`config.mk`:
```
export PLATFORM = sky130hd
export DESIGN_NAME = delta_run_bitstream_image_decoder
export DESIGN_NICKNAME = d
export VERILOG_FILES = /design/src/design/drbd_pkg.sv /design/src/design/delta_run_bitstream_image_decoder.sv /design/src/design/drbd_front.sv /design/src/design/drbd_out_q.sv /design/src/design/drbd_back.sv
export SDC_FILE = /design/constraint.sdc
export NUM_CORES = 1
export LEC_CHECK = 0
export ABC_CLOCK_PERIOD_IN_PS = 6800
export BUFFER_PORTS_ARGS = -buffer_cell sky130_fd_sc_hd__clkbuf_2
export CAP_MARGIN = 20
export CELL_PAD_IN_SITES_DETAIL_PLACEMENT = 0
export CELL_PAD_IN_SITES_GLOBAL_PLACEMENT = 1
export CORE_MARGIN = 2
export CORE_UTILIZATION = 50
export DETAILED_ROUTE_END_ITERATION = 10
export GPL_TIMING_DRIVEN = 0
export PLACE_DENSITY = 0.85
export SYNTH_ARGS = -nofsm -noshare
export SYNTH_HDL_FRONTEND = slang
export SYNTH_SLANG_ARGS = --single-unit
```
`constraint.sdc`:
```
create_clock -name clk_i -period 6.8 [get_ports clk_i]
set_input_delay 0.34 -clock clk_i [delete_from_list [all_inputs] [get_ports clk_i]]
set_output_delay 0.34 -clock clk_i [all_outputs]
set_load 0.05 [all_outputs]
```
`src/design/drbd_pkg.sv`:
```
// shared types, constants and helper functions of the delta run bitstream image decoder
package drbd_pkg;

  localparam int PixelCountBits = 24;
  localparam int ColorW         = 8;
  localparam int CountW         = 9;
  localparam int PalW           = 4;
  localparam int CfgCountW      = 25;
  localparam int CfgDataW       = 25;
  localparam int CfgIdxW        = 2;
  localparam int RemW           = (PixelCountBits + 1 > CfgCountW) ? PixelCountBits + 1
                                                                    : CfgCountW;
  localparam logic [RemW-1:0] PixLimit = RemW'(1) << PixelCountBits;

  localparam int GathW    = 4;
  localparam int BitIdxW  = 3;
  localparam int InDepth  = 2;
  localparam int InPtrW   = $clog2(InDepth);
  localparam int InCntW   = $clog2(InDepth + 1);
  localparam int OutDepth = 4;
  localparam int OutPtrW  = $clog2(OutDepth);
  localparam int OutCntW  = $clog2(OutDepth + 1);

  localparam logic [GathW-1:0]   DeltaBits    = GathW'(3);
  localparam logic [GathW-1:0]   RunBits      = GathW'(8);
  localparam logic [ColorW-1:0]  DeltaRunCode = ColorW'(4);
  localparam logic [ColorW-1:0]  DeltaBias    = ColorW'(4);
  localparam logic [CountW-1:0]  RunMax       = CountW'(256);
  localparam logic [PalW-1:0]    PalMax       = PalW'(8);
  localparam logic [BitIdxW-1:0] LastBitIdx   = '1;

  typedef enum logic [CfgIdxW-1:0] {
    CFG_FILL         = 2'd0,
    CFG_PALETTE_BITS = 2'd1,
    CFG_PIXEL_COUNT  = 2'd2
  } cfg_idx_e;

  typedef enum logic [2:0] {
    PH_PREFIX1,
    PH_PREFIX2,
    PH_LITERAL,
    PH_DELTA,
    PH_RUN
  } code_phase_e;

  typedef enum logic [2:0] {
    BK_IDLE,
    BK_START,
    BK_BITS,
    BK_END,
    BK_FLUSH
  } back_state_e;

  typedef struct packed {
    logic [7:0] data;
    logic       first;
    logic       last;
  } byte_item_t;

  typedef struct packed {
    logic [ColorW-1:0] color;
    logic [CountW-1:0] count;
    logic              done;
    logic              under;
    logic              last;
  } result_t;

  typedef struct packed {
    logic [ColorW-1:0]    fill;
    logic [PalW-1:0]      palette_bits;
    logic [CfgCountW-1:0] pixel_count;
  } cfg_t;

  function automatic logic [PalW-1:0] lit_width(input logic [PalW-1:0] pb);
    logic [PalW-1:0] w;
    w = pb;
    if (pb == '0) w = PalW'(1);
    if (pb > PalMax) w = PalMax;
    return w;
  endfunction

  function automatic logic [RemW-1:0] target_pixels(input logic [CfgCountW-1:0] pc);
    logic [RemW-1:0] t;
    t = RemW'(pc);
    if (t == '0) t = RemW'(1);
    if (t > PixLimit) t = PixLimit;
    return t;
  endfunction

endpackage

```
`src/design/delta_run_bitstream_image_decoder.sv`:
```
// top level of the delta run bitstream image decoder
// Decodes compressed palette images. Bytes enter through a queue port:
// a transaction happens when push is high and full is low; bits of a
// byte are read least significant first. first_byte_i starts an image
// and emits the fill pixel, last_byte_i ends its data.
// Results leave through a queue port: while empty is low the oldest
// result sits on the result ports, and pop takes it. Each result is a
// color with a repeat count of 1 to 256 pixels; a result with count 0
// and underrun_o set reports data that ended before the pixel count.
// last_result_o marks the final result caused by one input byte.
// The bit decoder takes a byte through a start step, at most one bit
// step for each of its bits, an end step and a close step; bits after
// a finished image are skipped. A queued byte is taken in the close
// step, an idle decoder takes it in its idle state. A result waits in a
// holding register until the next result or the close step moves it to
// the result queue; the last result of a byte moves there in the close
// step. A full result queue stalls the decoder; the two-entry input
// queue keeps taking bytes until it fills. Reset empties both queues,
// sets fill color 0, palette bits 8, pixel count 1 and ignores bytes
// until a first byte.
module delta_run_bitstream_image_decoder (
  input  logic                          clk_i,
  input  logic                          rst_ni,
  input  logic                          cfg_we_i,
  input  logic [drbd_pkg::CfgIdxW-1:0]  cfg_idx_i,
  input  logic [drbd_pkg::CfgDataW-1:0] cfg_data_i,
  input  logic                          push,
  output logic                          full,
  input  logic [7:0]                    data_byte_i,
  input  logic                          first_byte_i,
  input  logic                          last_byte_i,
  output logic                          empty,
  input  logic                          pop,
  output logic [drbd_pkg::ColorW-1:0]   pixel_color_o,
  output logic [drbd_pkg::CountW-1:0]   repeat_count_o,
  output logic                          image_done_o,
  output logic                          underrun_o,
  output logic                          last_result_o
);
  import drbd_pkg::*;

  cfg_t       cfg_q;
  byte_item_t in_item, q_item;
  logic       q_valid, q_take;
  result_t    back_res, out_res;
  logic       back_push, out_full;

  always_ff @(posedge clk_i or negedge rst_ni) begin
    if (!rst_ni) begin
      cfg_q.fill         <= '0;
      cfg_q.palette_bits <= PalMax;
      cfg_q.pixel_count  <= CfgCountW'(1);
    end else if (cfg_we_i) begin
      unique case (cfg_idx_e'(cfg_idx_i))
        CFG_FILL:         cfg_q.fill         <= cfg_data_i[ColorW-1:0];
        CFG_PALETTE_BITS: cfg_q.palette_bits <= cfg_data_i[PalW-1:0];
        CFG_PIXEL_COUNT:  cfg_q.pixel_count  <= cfg_data_i[CfgCountW-1:0];
        default: ;
      endcase
    end
  end

  assign in_item.data  = data_byte_i;
  assign in_item.first = first_byte_i;
  assign in_item.last  = last_byte_i;

  drbd_front u_front (
    .clk_i   (clk_i),
    .rst_ni  (rst_ni),
    .push_i  (push),
    .item_i  (in_item),
    .full_o  (full),
    .valid_o (q_valid),
    .item_o  (q_item),
    .take_i  (q_take)
  );

  drbd_back u_back (
    .clk_i        (clk_i),
    .rst_ni       (rst_ni),
    .cfg_i        (cfg_q),
    .item_valid_i (q_valid),
    .item_i       (q_item),
    .item_take_o  (q_take),
    .res_push_o   (back_push),
    .res_o        (back_res),
    .res_full_i   (out_full)
  );

  drbd_out_q u_out_q (
    .clk_i   (clk_i),
    .rst_ni  (rst_ni),
    .push_i  (back_push),
    .res_i   (back_res),
    .full_o  (out_full),
    .empty_o (empty),
    .res_o   (out_res),
    .pop_i   (pop)
  );

  assign pixel_color_o  = out_res.color;
  assign repeat_count_o = out_res.count;
  assign image_done_o   = out_res.done;
  assign underrun_o     = out_res.under;
  assign last_result_o  = out_res.last;

endmodule

```
`src/design/drbd_front.sv`:
```
// input queue that takes compressed bytes and hands them to the bit decoder
module drbd_front (
  input  logic                 clk_i,
  input  logic                 rst_ni,
  input  logic                 push_i,
  input  drbd_pkg::byte_item_t item_i,
  output logic                 full_o,
  output logic                 valid_o,
  output drbd_pkg::byte_item_t item_o,
  input  logic                 take_i
);
  import drbd_pkg::*;

  byte_item_t        mem_q [InDepth];
  logic [InPtrW-1:0] wr_q, wr_d, rd_q, rd_d;
  logic [InCntW-1:0] cnt_q, cnt_d;
  logic              wr_en, rd_en;

  assign full_o  = (cnt_q == InCntW'(InDepth));
  assign valid_o = (cnt_q != '0);
  assign item_o  = mem_q[rd_q];
  assign wr_en   = push_i && !full_o;
  assign rd_en   = take_i && valid_o;

  always_comb begin
    wr_d  = wr_en ? wr_q + InPtrW'(1) : wr_q;
    rd_d  = rd_en ? rd_q + InPtrW'(1) : rd_q;
    cnt_d = cnt_q + InCntW'(wr_en) - InCntW'(rd_en);
  end

  always_ff @(posedge clk_i or negedge rst_ni) begin
    if (!rst_ni) begin
      wr_q  <= '0;
      rd_q  <= '0;
      cnt_q <= '0;
    end else begin
      wr_q  <= wr_d;
      rd_q  <= rd_d;
      cnt_q <= cnt_d;
    end
  end

  always_ff @(posedge clk_i) begin
    if (wr_en) begin
      mem_q[wr_q] <= item_i;
    end
  end

endmodule

```
`src/design/drbd_out_q.sv`:
```
// result queue between the bit decoder and the result port
module drbd_out_q (
  input  logic              clk_i,
  input  logic              rst_ni,
  input  logic              push_i,
  input  drbd_pkg::result_t res_i,
  output logic              full_o,
  output logic              empty_o,
  output drbd_pkg::result_t res_o,
  input  logic              pop_i
);
  import drbd_pkg::*;

  result_t            mem_q [OutDepth];
  logic [OutPtrW-1:0] wr_q, wr_d, rd_q, rd_d;
  logic [OutCntW-1:0] cnt_q, cnt_d;
  logic               wr_en, rd_en;

  assign full_o  = (cnt_q == OutCntW'(OutDepth));
  assign empty_o = (cnt_q == '0);
  assign res_o   = mem_q[rd_q];
  assign wr_en   = push_i && !full_o;
  assign rd_en   = pop_i && !empty_o;

  always_comb begin
    wr_d  = wr_en ? wr_q + OutPtrW'(1) : wr_q;
    rd_d  = rd_en ? rd_q + OutPtrW'(1) : rd_q;
    cnt_d = cnt_q + OutCntW'(wr_en) - OutCntW'(rd_en);
  end

  always_ff @(posedge clk_i or negedge rst_ni) begin
    if (!rst_ni) begin
      wr_q  <= '0;
      rd_q  <= '0;
      cnt_q <= '0;
    end else begin
      wr_q  <= wr_d;
      rd_q  <= rd_d;
      cnt_q <= cnt_d;
    end
  end

  always_ff @(posedge clk_i) begin
    if (wr_en) begin
      mem_q[wr_q] <= res_i;
    end
  end

endmodule

```
`src/design/drbd_back.sv`:
```
// bit-serial code decoder that turns queued bytes into color and repeat results
module drbd_back (
  input  logic                 clk_i,
  input  logic                 rst_ni,
  input  drbd_pkg::cfg_t       cfg_i,
  input  logic                 item_valid_i,
  input  drbd_pkg::byte_item_t item_i,
  output logic                 item_take_o,
  output logic                 res_push_o,
  output drbd_pkg::result_t    res_o,
  input  logic                 res_full_i
);
  import drbd_pkg::*;

  back_state_e        state_q, state_d;
  logic [7:0]         byte_q;
  logic               first_q, last_q;
  logic [BitIdxW-1:0] idx_q;

  code_phase_e        phase_q, phase_d;
  logic [GathW-1:0]   gath_q, gath_d, gath_grown;
  logic [ColorW-1:0]  acc_q, acc_d, acc_grown;
  logic [ColorW-1:0]  color_q, color_d;
  logic [RemW-1:0]    remain_q, remain_d, rem_base;
  logic               fin_q, fin_d;

  result_t            pend_q, new_res;
  logic               pend_vld_q;

  logic               bit_cur, emit, under, new_vld, stall, done;
  logic [CountW-1:0]  emit_n, cnt;

  // code decode of one bit, fill pixel and underrun status
  always_comb begin
    bit_cur    = byte_q[idx_q];
    acc_grown  = acc_q | (ColorW'(bit_cur) << gath_q[BitIdxW-1:0]);
    gath_grown = gath_q + GathW'(1);
    phase_d    = phase_q;
    gath_d     = gath_q;
    acc_d      = acc_q;
    color_d    = color_q;
    rem_base   = remain_q;
    fin_d      = fin_q;
    emit       = 1'b0;
    emit_n     = CountW'(1);
    under      = 1'b0;
    unique case (state_q)
      BK_START: begin
        if (first_q) begin
          phase_d  = PH_PREFIX1;
          gath_d   = '0;
          acc_d    = '0;
          color_d  = cfg_i.fill;
          rem_base = target_pixels(cfg_i.pixel_count);
          fin_d    = 1'b0;
          emit     = 1'b1;
        end
      end
      BK_BITS: begin
        if (!fin_q) begin
          unique case (phase_q)
            PH_PREFIX1: begin
              if (bit_cur) phase_d = PH_PREFIX2;
              else emit = 1'b1;
            end
            PH_PREFIX2: begin
              gath_d  = '0;
              acc_d   = '0;
              phase_d = bit_cur ? PH_DELTA : PH_LITERAL;
            end
            PH_LITERAL: begin
              gath_d = gath_grown;
              acc_d  = acc_grown;
              if (gath_grown >= lit_width(cfg_i.palette_bits)) begin
                color_d = acc_grown;
                phase_d = PH_PREFIX1;
                emit    = 1'b1;
              end
            end
            PH_DELTA: begin
              gath_d = gath_grown;
              acc_d  = acc_grown;
              if (gath_grown >= DeltaBits) begin
                if (acc_grown != DeltaRunCode) begin
                  color_d = color_q + acc_grown - DeltaBias;
                  phase_d = PH_PREFIX1;
                  emit    = 1'b1;
                end else begin
                  gath_d  = '0;
                  acc_d   = '0;
                  phase_d = PH_RUN;
                end
              end
            end
            PH_RUN: begin
              gath_d = gath_grown;
              acc_d  = acc_grown;
              if (gath_grown >= RunBits) begin
                emit_n  = (acc_grown == '0) ? RunMax : CountW'(acc_grown);
                phase_d = PH_PREFIX1;
                emit    = 1'b1;
              end
            end
            default: phase_d = PH_PREFIX1;
          endcase
        end
      end
      BK_END: begin
        if (last_q && !fin_q) begin
          under   = 1'b1;
          fin_d   = 1'b1;
          phase_d = PH_PREFIX1;
          gath_d  = '0;
          acc_d   = '0;
        end
      end
      default: ;
    endcase

    // run length cut to the pixels still missing
    done     = (rem_base <= RemW'(emit_n));
    cnt      = done ? rem_base[CountW-1:0] : emit_n;
    remain_d = emit ? rem_base - RemW'(cnt) : rem_base;
    if (emit && done) fin_d = 1'b1;

    new_res.color = under ? '0 : color_d;
    new_res.count = under ? '0 : cnt;
    new_res.done  = under ? 1'b0 : done;
    new_res.under = under;
    new_res.last  = 1'b0;
    new_vld       = emit || under;

    stall      = pend_vld_q && res_full_i && (new_vld || state_q == BK_FLUSH);
    res_push_o = pend_vld_q && !res_full_i && (new_vld || state_q == BK_FLUSH);
    res_o      = pend_q;
    res_o.last = (state_q == BK_FLUSH);
  end

  always_comb begin
    state_d = state_q;
    unique case (state_q)
      BK_IDLE:  if (item_valid_i) state_d = BK_START;
      BK_START: if (!stall) state_d = BK_BITS;
      BK_BITS:  if (!stall && (fin_q || idx_q == LastBitIdx)) state_d = BK_END;
      BK_END:   if (!stall) state_d = BK_FLUSH;
      BK_FLUSH: if (!stall) state_d = item_valid_i ? BK_START : BK_IDLE;
      default:  state_d = BK_IDLE;
    endcase
  end

  assign item_take_o = item_valid_i &&
                       (state_q == BK_IDLE || (state_q == BK_FLUSH && !stall));

  always_ff @(posedge clk_i or negedge rst_ni) begin
    if (!rst_ni) begin
      state_q    <= BK_IDLE;
      idx_q      <= '0;
      first_q    <= 1'b0;
      last_q     <= 1'b0;
      phase_q    <= PH_PREFIX1;
      gath_q     <= '0;
      acc_q      <= '0;
      color_q    <= '0;
      remain_q   <= '0;
      fin_q      <= 1'b1;
      pend_vld_q <= 1'b0;
    end else begin
      state_q <= state_d;
      if (item_take_o) begin
        first_q <= item_i.first;
        last_q  <= item_i.last;
        idx_q   <= '0;
      end else if (state_q == BK_BITS && !stall) begin
        idx_q <= idx_q + BitIdxW'(1);
      end
      if (!stall) begin
        phase_q  <= phase_d;
        gath_q   <= gath_d;
        acc_q    <= acc_d;
        color_q  <= color_d;
        remain_q <= remain_d;
        fin_q    <= fin_d;
        if (new_vld) begin
          pend_vld_q <= 1'b1;
        end else if (state_q == BK_FLUSH) begin
          pend_vld_q <= 1'b0;
        end
      end
    end
  end

  always_ff @(posedge clk_i) begin
    if (item_take_o) begin
      byte_q <= item_i.data;
    end
    if (!stall && new_vld) begin
      pend_q <= new_res;
    end
  end

  a_push_has_pending: assert property (@(posedge clk_i) disable iff (!rst_ni)
    res_push_o |-> pend_vld_q)
    else $error("result pushed without a pending result");

  a_stall_holds: assert property (@(posedge clk_i) disable iff (!rst_ni)
    stall |=> $stable(state_q) && $stable(pend_vld_q) && $stable(remain_q))
    else $error("decoder state moved while stalled");

  a_no_empty_result: assert property (@(posedge clk_i) disable iff (!rst_ni)
    res_push_o |-> (res_o.count != '0 || res_o.under))
    else $error("zero length pixel result");

  a_finished_skips: assert property (@(posedge clk_i) disable iff (!rst_ni)
    (state_q == BK_BITS && fin_q && !stall) |=> state_q == BK_END)
    else $error("bits decoded after image finished");

endmodule

```
==> impl_metrics.env, run 1 <==
export IMPL_start_util_pct=50.7
export IMPL_synthCells=1066
export IMPL_drv_slew=0
export IMPL_synthArstFlopShare_pct=45.5
export IMPL_drt_iter0_drc=731
export IMPL_synth_fp_nets=1158
export IMPL_fmax_mhz=153
export IMPL_drc=0
export IMPL_rr_endpoint="u_back.remain_q[23]"
export IMPL_worst_endpoint_arrival_ns=6.99
export IMPL_port_buffers=63
export IMPL_antenna_left=0
export IMPL_clk_latency_ns=0.52
export IMPL_post_drt_wl_per_cell_um=20.2
export IMPL_clk_pin_slew_ns=0.06
export IMPL_vias=8970
export IMPL_final_core_utilization_pct=58.0
export IMPL_min_period_ns=6.55
export IMPL_h_tree_depth=1
export IMPL_power_total_w=0.00640
export IMPL_crit_type="register to register"
export IMPL_nets=1268
export IMPL_area_growth_pct=14.4
export IMPL_synth_seq_cells=233
export IMPL_cp_end_kind="register"
export IMPL_die_area_sq_um=25800
export IMPL_rr_worst_depth=24
export IMPL_clock_sinks=233
export IMPL_ir_drop_mv=0.272
export IMPL_place_congestion=0.920
export IMPL_reg2reg_from="cfg_q[17]"
export IMPL_drt_wl_total_um=30700
export IMPL_place_area_sq_um=13000
export IMPL_die_h_um=161
export IMPL_cts_tree="built"
export IMPL_hold_depth=1
export IMPL_row_count=57
export IMPL_yosysUniqueCellTypes=79
export IMPL_yosys_cell_count_top_type="edfxtp_1"
export IMPL_max_cap_violations=0
export IMPL_synth_edf_count=127
export IMPL_first_pass_iters=5
export IMPL_die_w_um=161
export IMPL_clk_path_buf_depth=3
export IMPL_drive_above_1_share_pct=18.3
export IMPL_place_inst=1455
export IMPL_post_drt_via_cell_ratio=5.91
export IMPL_synth_top_area_share_pct=31.1
export IMPL_grt_max_degree=107
export IMPL_max_slew_margin_pct=27.6
export IMPL_synth_common_cells="edfxtp_1 (127), nor2_1 (109), dfrtp_1 (103)"
export IMPL_syn_area_per_cell_sq_um=11.5
export IMPL_track_usage_pct=24.1
export IMPL_yosysSeqAreaShare_pct=52.8
export IMPL_yosys_top_cells_area="edfxtp_1 (31%), dfrtp_1 (21%), ha_1 (4.8%)"
export IMPL_layout_cells_non_filler=1518
export IMPL_gr_total_overflow=0
export IMPL_post_dp_hpwl_um=21900
export IMPL_grt_pass1_wl_um=48900
export IMPL_fillers=1990
export IMPL_timing_final_crit_share_pct=96.4
export IMPL_hold_class="input pin to register"
export IMPL_grt_pass1_vias=9012
export IMPL_ys_flop_type="edfxtp_1"
export IMPL_required_ns=7.23
export IMPL_worst_pin_slew_ns=1.08
export IMPL_synth_warnings=0
export IMPL_critical_path_max_fanout=10
export IMPL_antenna_found_initial=0
export IMPL_leakage_nw=5.60
export IMPL_r2r_slack_ns=0.25
export IMPL_fin_worst_skew_ns=0.00896
export IMPL_synth_largest_area_cell="edfxtp_1"
export IMPL_hold_end="u_front.mem_q[1][1]"
export IMPL_worstHoldStart="first_byte_i"
export IMPL_antenna_cells=0
export IMPL_status="complete, no violations"
export IMPL_stdcell_area_sq_um=14000
export IMPL_cts_buffers=25
export IMPL_cellPowerDensity_nw_per_um2=457
export IMPL_core_region_area_sq_um=24200
export IMPL_timing_hold_violations_final=0
export IMPL_start_kind="register"
export IMPL_io_pins=64
export IMPL_cts_root_buf="clkbuf_16"
export IMPL_syn_area_sq_um=12300
export IMPL_finalSetupViolCount=0
export IMPL_tns_ns=0
## metal layers
metal	up-vias	part of all wire (%)	wire, um	global-route usage (%)
met2	309	48	14600	40.5
met3	61	5.8	1770	3.43
met5	-	0	0	0
met1	4392	43	13300	32.6
met4	0	3.1	940	7.29
li1	4208	-	-	-
## cell usage in the layout (no fill, tap or decap), drive strengths merged, types with 8 or more instances in the layout
cell / count
dlygate4sd3: 10
or3: 8
o21a: 8
buf: 26
nor2: 109
mux2: 55
dfrtp: 103
nor3: 23
mux2i: 25
ha: 47
and2: 10
o21bai: 8
nand2b: 8
o211a: 9
nor4: 15
xnor2: 16
nor2b: 11
o31ai: 8
mux4: 22
clkbuf: 120
inv: 56
edfxtp: 127
a31oi: 10
a211oi: 11
clkinv: 11
a21oi: 53
nand2: 87
o211ai: 13
nand3: 23
o21ai: 50
## repair_timing
item | CTS | global route
pin swaps | 0 | 2
endpoints found under the setup margin | 17 | 13
setup buffers | 0 | 7
resized for setup | 6 | 14
hold buffers | 10 | 0
hold endpoints to repair | 121 | 0
## worst max path at each step
| stage | start | to | slack, ns | cells past startpoint |
|---|---|---|---|---|
| 2_1_floorplan | cfg_q[17] | u_back.remain_q[22] | 0.96 | 25 |
| 3_3_place_gp | cfg_q[17] | u_back.remain_q[18] | -0.85 | 25 |
| 3_5_place_dp | cfg_q[17] | u_back.remain_q[18] | -0.84 | 25 |
| 4_1_cts | cfg_q[17] | u_back.remain_q[17] | 0.10 | 23 |
| 5_1_grt | cfg_q[17] | u_back.remain_q[22] | -0.008 | 25 |
| 6_report | cfg_q[17] | u_back.remain_q[23] | 0.25 | 24 |
## report_power, final
part / internal (W) / switching, W
combinational: 0.00105 / 0.00177
clock: 0.000725 / 0.000556
sequential: 0.00201 / 0.000296
## kinds of logic after synthesis
group	Yosys count	synth area share, %
multiplexers	102	11.3
AO/OA/AOI/OAI	228	12.7
flip-flops	233	52.8
AND/OR/NAND/NOR	334	13.2
adder cells (fa/ha/maj)	50	5.29
buffers and inverters	98	3.20
XOR/XNOR	21	1.50
## area by class of cell
type                    count  area (sq um)  share of cell area, %
well taps                 324           405                   2.89
multi-input cells         735          5450                   38.9
repair buffers             83           520                   3.71
inverters                  55           206                   1.47
clock inverters            15           111                  0.795
flip-flops and latches    233          6470                   46.2
clock buffers              30           654                   4.67
plain buffers              43           193                   1.38
## critical path, stage by stage, from the launching register on
cell      delay (ns)
dfrtp_1         0.47
nor4_4          0.41
nand4_1         0.27
o21a_1          0.37
nor3_4          0.27
clkbuf_4        0.30
a22o_1          0.27
ha_1            0.28
a21o_1          0.18
a21oi_1         0.15
o21ai_0         0.10
a21oi_1         0.16
o2111a_1        0.22
o21ai_2         0.11
buf_4           0.23
mux2i_1         0.24
ha_1            0.33
and2_1          0.18
o21ai_0         0.28
a311oi_1        0.20
o21a_1          0.25
or4_1           0.54
nor4_1          0.38
o211ai_1        0.17
o221ai_1        0.10
## through the flow
stage	setup WS [ns]	hold slack, ns
2_1_floorplan	0.964	0.0444
3_3_place_gp	-0.846	0.473
3_5_place_dp	-0.844	0.459
4_1_cts	0.103	0.000808
5_1_grt	-0.00771	0.00538
6_report	0.247	0.0275
## flip-flops by register name, summed over array words and instances, names as in the netlist, 3 cells and up
register and flops:
u_back.color_q 8, u_front.mem_q 20, u_back.idx_q 3, u_back.remain_q 25
u_back.state_q 3, u_back.acc_q 8, cfg_q 37, u_back.byte_q 8
u_back.phase_q 3, u_back.res_o 19, u_out_q.cnt_q 3, u_back.gath_q 4
u_out_q.mem_q 80
Note: power is estimated with default switching activity, not from simulation.
==> run 2: changes to the inputs <==
--- a/config.mk
+++ b/config.mk
@@ -5,16 +5,16 @@
 export SDC_FILE = /design/constraint.sdc
 export NUM_CORES = 1
 export LEC_CHECK = 0
-export ABC_CLOCK_PERIOD_IN_PS = 6800
+export ABC_CLOCK_PERIOD_IN_PS = 8300
 export BUFFER_PORTS_ARGS = -buffer_cell sky130_fd_sc_hd__clkbuf_2
 export CAP_MARGIN = 20
 export CELL_PAD_IN_SITES_DETAIL_PLACEMENT = 0
 export CELL_PAD_IN_SITES_GLOBAL_PLACEMENT = 1
 export CORE_MARGIN = 2
-export CORE_UTILIZATION = 50
+export CORE_UTILIZATION = 54
 export DETAILED_ROUTE_END_ITERATION = 10
 export GPL_TIMING_DRIVEN = 0
-export PLACE_DENSITY = 0.85
+export PLACE_DENSITY = 0.91
 export SYNTH_ARGS = -nofsm -noshare
 export SYNTH_HDL_FRONTEND = slang
 export SYNTH_SLANG_ARGS = --single-unit
==> constraint.sdc (replaced) <==
create_clock -name clk_i -period 8.3 [get_ports clk_i]
set_input_delay 0.415 -clock clk_i [delete_from_list [all_inputs] [get_ports clk_i]]
set_output_delay 0.415 -clock clk_i [all_outputs]
set_load 0.05 [all_outputs]
==> impl_metrics.env, run 2 (same netlist as run 1, synthesis figures left out) <==
export IMPL_track_usage_pct=24.5
export IMPL_place_congestion=0.929
export IMPL_cellPowerDensity_nw_per_um2=379
export IMPL_cts_root_buf="clkbuf_16"
export IMPL_io_pins=64
export IMPL_nets=1253
export IMPL_post_dp_hpwl_um=20800
export IMPL_layout_cells_non_filler=1464
export IMPL_post_drt_wl_per_cell_um=19.8
export IMPL_die_area_sq_um=23900
export IMPL_ctsResizeCount=0
export IMPL_worst_endpoint_arrival_ns=8.17
export IMPL_cts_tree="built"
export IMPL_grt_pass1_vias=8606
export IMPL_ir_drop_mv=0.257
export IMPL_largest_register_ffs=80
export IMPL_slowest_delay_ns=0.95
export IMPL_worst_pin_slew_ns=1.15
export IMPL_drive_above_1_share_pct=17.6
export IMPL_max_cap_violations=0
export IMPL_timing_hold_violations_final=0
export IMPL_place_inst=1417
export IMPL_antenna_found_initial=0
export IMPL_max_slew_margin_pct=22.6
export IMPL_finalSetupViolCount=0
export IMPL_clockPowerShare_pct=20.8
export IMPL_gr_total_overflow=0
export IMPL_netSwitchingPower_w=0.00211
export IMPL_drt_wl_total_um=28900
export IMPL_antenna_cells=0
export IMPL_grt_max_degree=107
export IMPL_h_tree_depth=1
export IMPL_required_ns=8.69
export IMPL_final_core_utilization_pct=61.5
export IMPL_fin_worst_skew_ns=0.0240
export IMPL_post_drt_via_cell_ratio=6.03
export IMPL_cp_slowest_cell="nor3_1"
export IMPL_timing_final_crit_share_pct=93.7
export IMPL_status="complete, no violations"
export IMPL_top_regs="u_out_q.mem_q: 80 flops, cfg_q: 37 flops, u_back.remain_q: 25 flops"
export IMPL_p_sw_share_pct=40.4
export IMPL_start_util_pct=54.6
export IMPL_p_int_w=0.00311
export IMPL_vias=8835
export IMPL_hold_class="input pin to register"
export IMPL_drc=0
export IMPL_start_kind="register"
export IMPL_cp_num_buf_inv=2
export IMPL_die_w_um=155
export IMPL_row_count=55
export IMPL_die_h_um=155
export IMPL_first_pass_iters=6
export IMPL_final_common_cell="edfxtp_1"
export IMPL_rsz0062_at_grt="no"
export IMPL_leakage_nw=5.53
export IMPL_core_region_area_sq_um=22400
export IMPL_power_total_w=0.00523
export IMPL_pwr_share_seq_pct=36.0
export IMPL_grt_pass1_wl_um=46300
export IMPL_drt_iter0_drc=650
export IMPL_clock_sinks=233
export IMPL_antenna_left=0
export IMPL_critical_path_max_fanout=10
export IMPL_most_common_layout_cells="edfxtp_1 (127), nor2_1 (109), dfrtp_1 (103), nand2_1 (87), clkbuf_2 (62)"
export IMPL_cts_buffers=25
export IMPL_clk_pin_slew_ns=0.06
export IMPL_critPathTopFamily="simple AND/OR/NAND/NOR gates"
export IMPL_crit_type="register to register"
export IMPL_p_comb_share_pct=43.2
export IMPL_clk_path_buf_depth=3
export IMPL_drv_slew=0
export IMPL_clk_latency_ns=0.52
export IMPL_cp_end_kind="register"
export IMPL_regMostFlops="u_out_q.mem_q"
export IMPL_area_growth_pct=12.6
export IMPL_port_buffers=63
export IMPL_min_period_ns=7.78
export IMPL_fmax_mhz=129
export IMPL_post_cts_buffers=0
export IMPL_tns_ns=0
## run 2: per-layer routing
layer	up-vias	track usage (%)	wire length (um)
met5	-	0	0
met4	0	7.45	769
met3	53	4.40	1900
met2	326	39.8	13600
met1	4282	33.8	12700
li1	4174	-	-
## run 2: cell type report
| cell class | instances | area, sq um |
|---|---|---|
| Inverter | 55 | 206 |
| Fill cell | 1831 | 8640 |
| Tap cell | 285 | 357 |
| Timing Repair Buffer | 68 | 383 |
| Clock buffer | 30 | 654 |
| Multi-Input combinational cell | 735 | 5390 |
| Buffer | 43 | 185 |
| Clock inverter | 15 | 151 |
| Sequential cell | 233 | 6470 |
## run 2: power by group through the flow
stage                     Sequential, W  Combinational [W]  Clock [W]
after global placement          0.00188            0.00219          0
after detailed placement        0.00190            0.00223          0
after floorplan                 0.00181            0.00174          0
after global routing            0.00192            0.00250    0.00116
final                           0.00188            0.00226    0.00109
after CTS                       0.00188            0.00225    0.00111
## run 2: timing repair
item,in CTS,in global routing
hold endpoints to repair,24,0
hold buffers,1,0
setup endpoints to repair,0,0
## run 2: worst paths after layout
kind	startpoint	end	slack [ns]	depth (start not counted)
max	cfg_q[17]	u_back.remain_q[18]	0.52	25
min	data_byte_i[0]	u_front.mem_q[1][2]	0.08	1
max reg2reg	cfg_q[17]	u_back.remain_q[18]	0.52	25
min reg2reg	u_back.res_o[8]	u_out_q.mem_q[0][8]	0.49	0
max in group asynchronous	rst_ni	u_back.remain_q[19]	7.31	3
min in group asynchronous	rst_ni	u_back.acc_q[0]	0.54	3
## run 2: metrics by stage
step                setup slack [ns]  hold WS [ns]  instance area (sq um)
floorplan                       2.46         0.119                  12300
global placement               0.782         0.468                  12900
detailed placement             0.761         0.480                  13000
CTS                            0.737        0.0642                  13800
global route                  0.0793        0.0673                  13800
finish                         0.523        0.0809                  13800
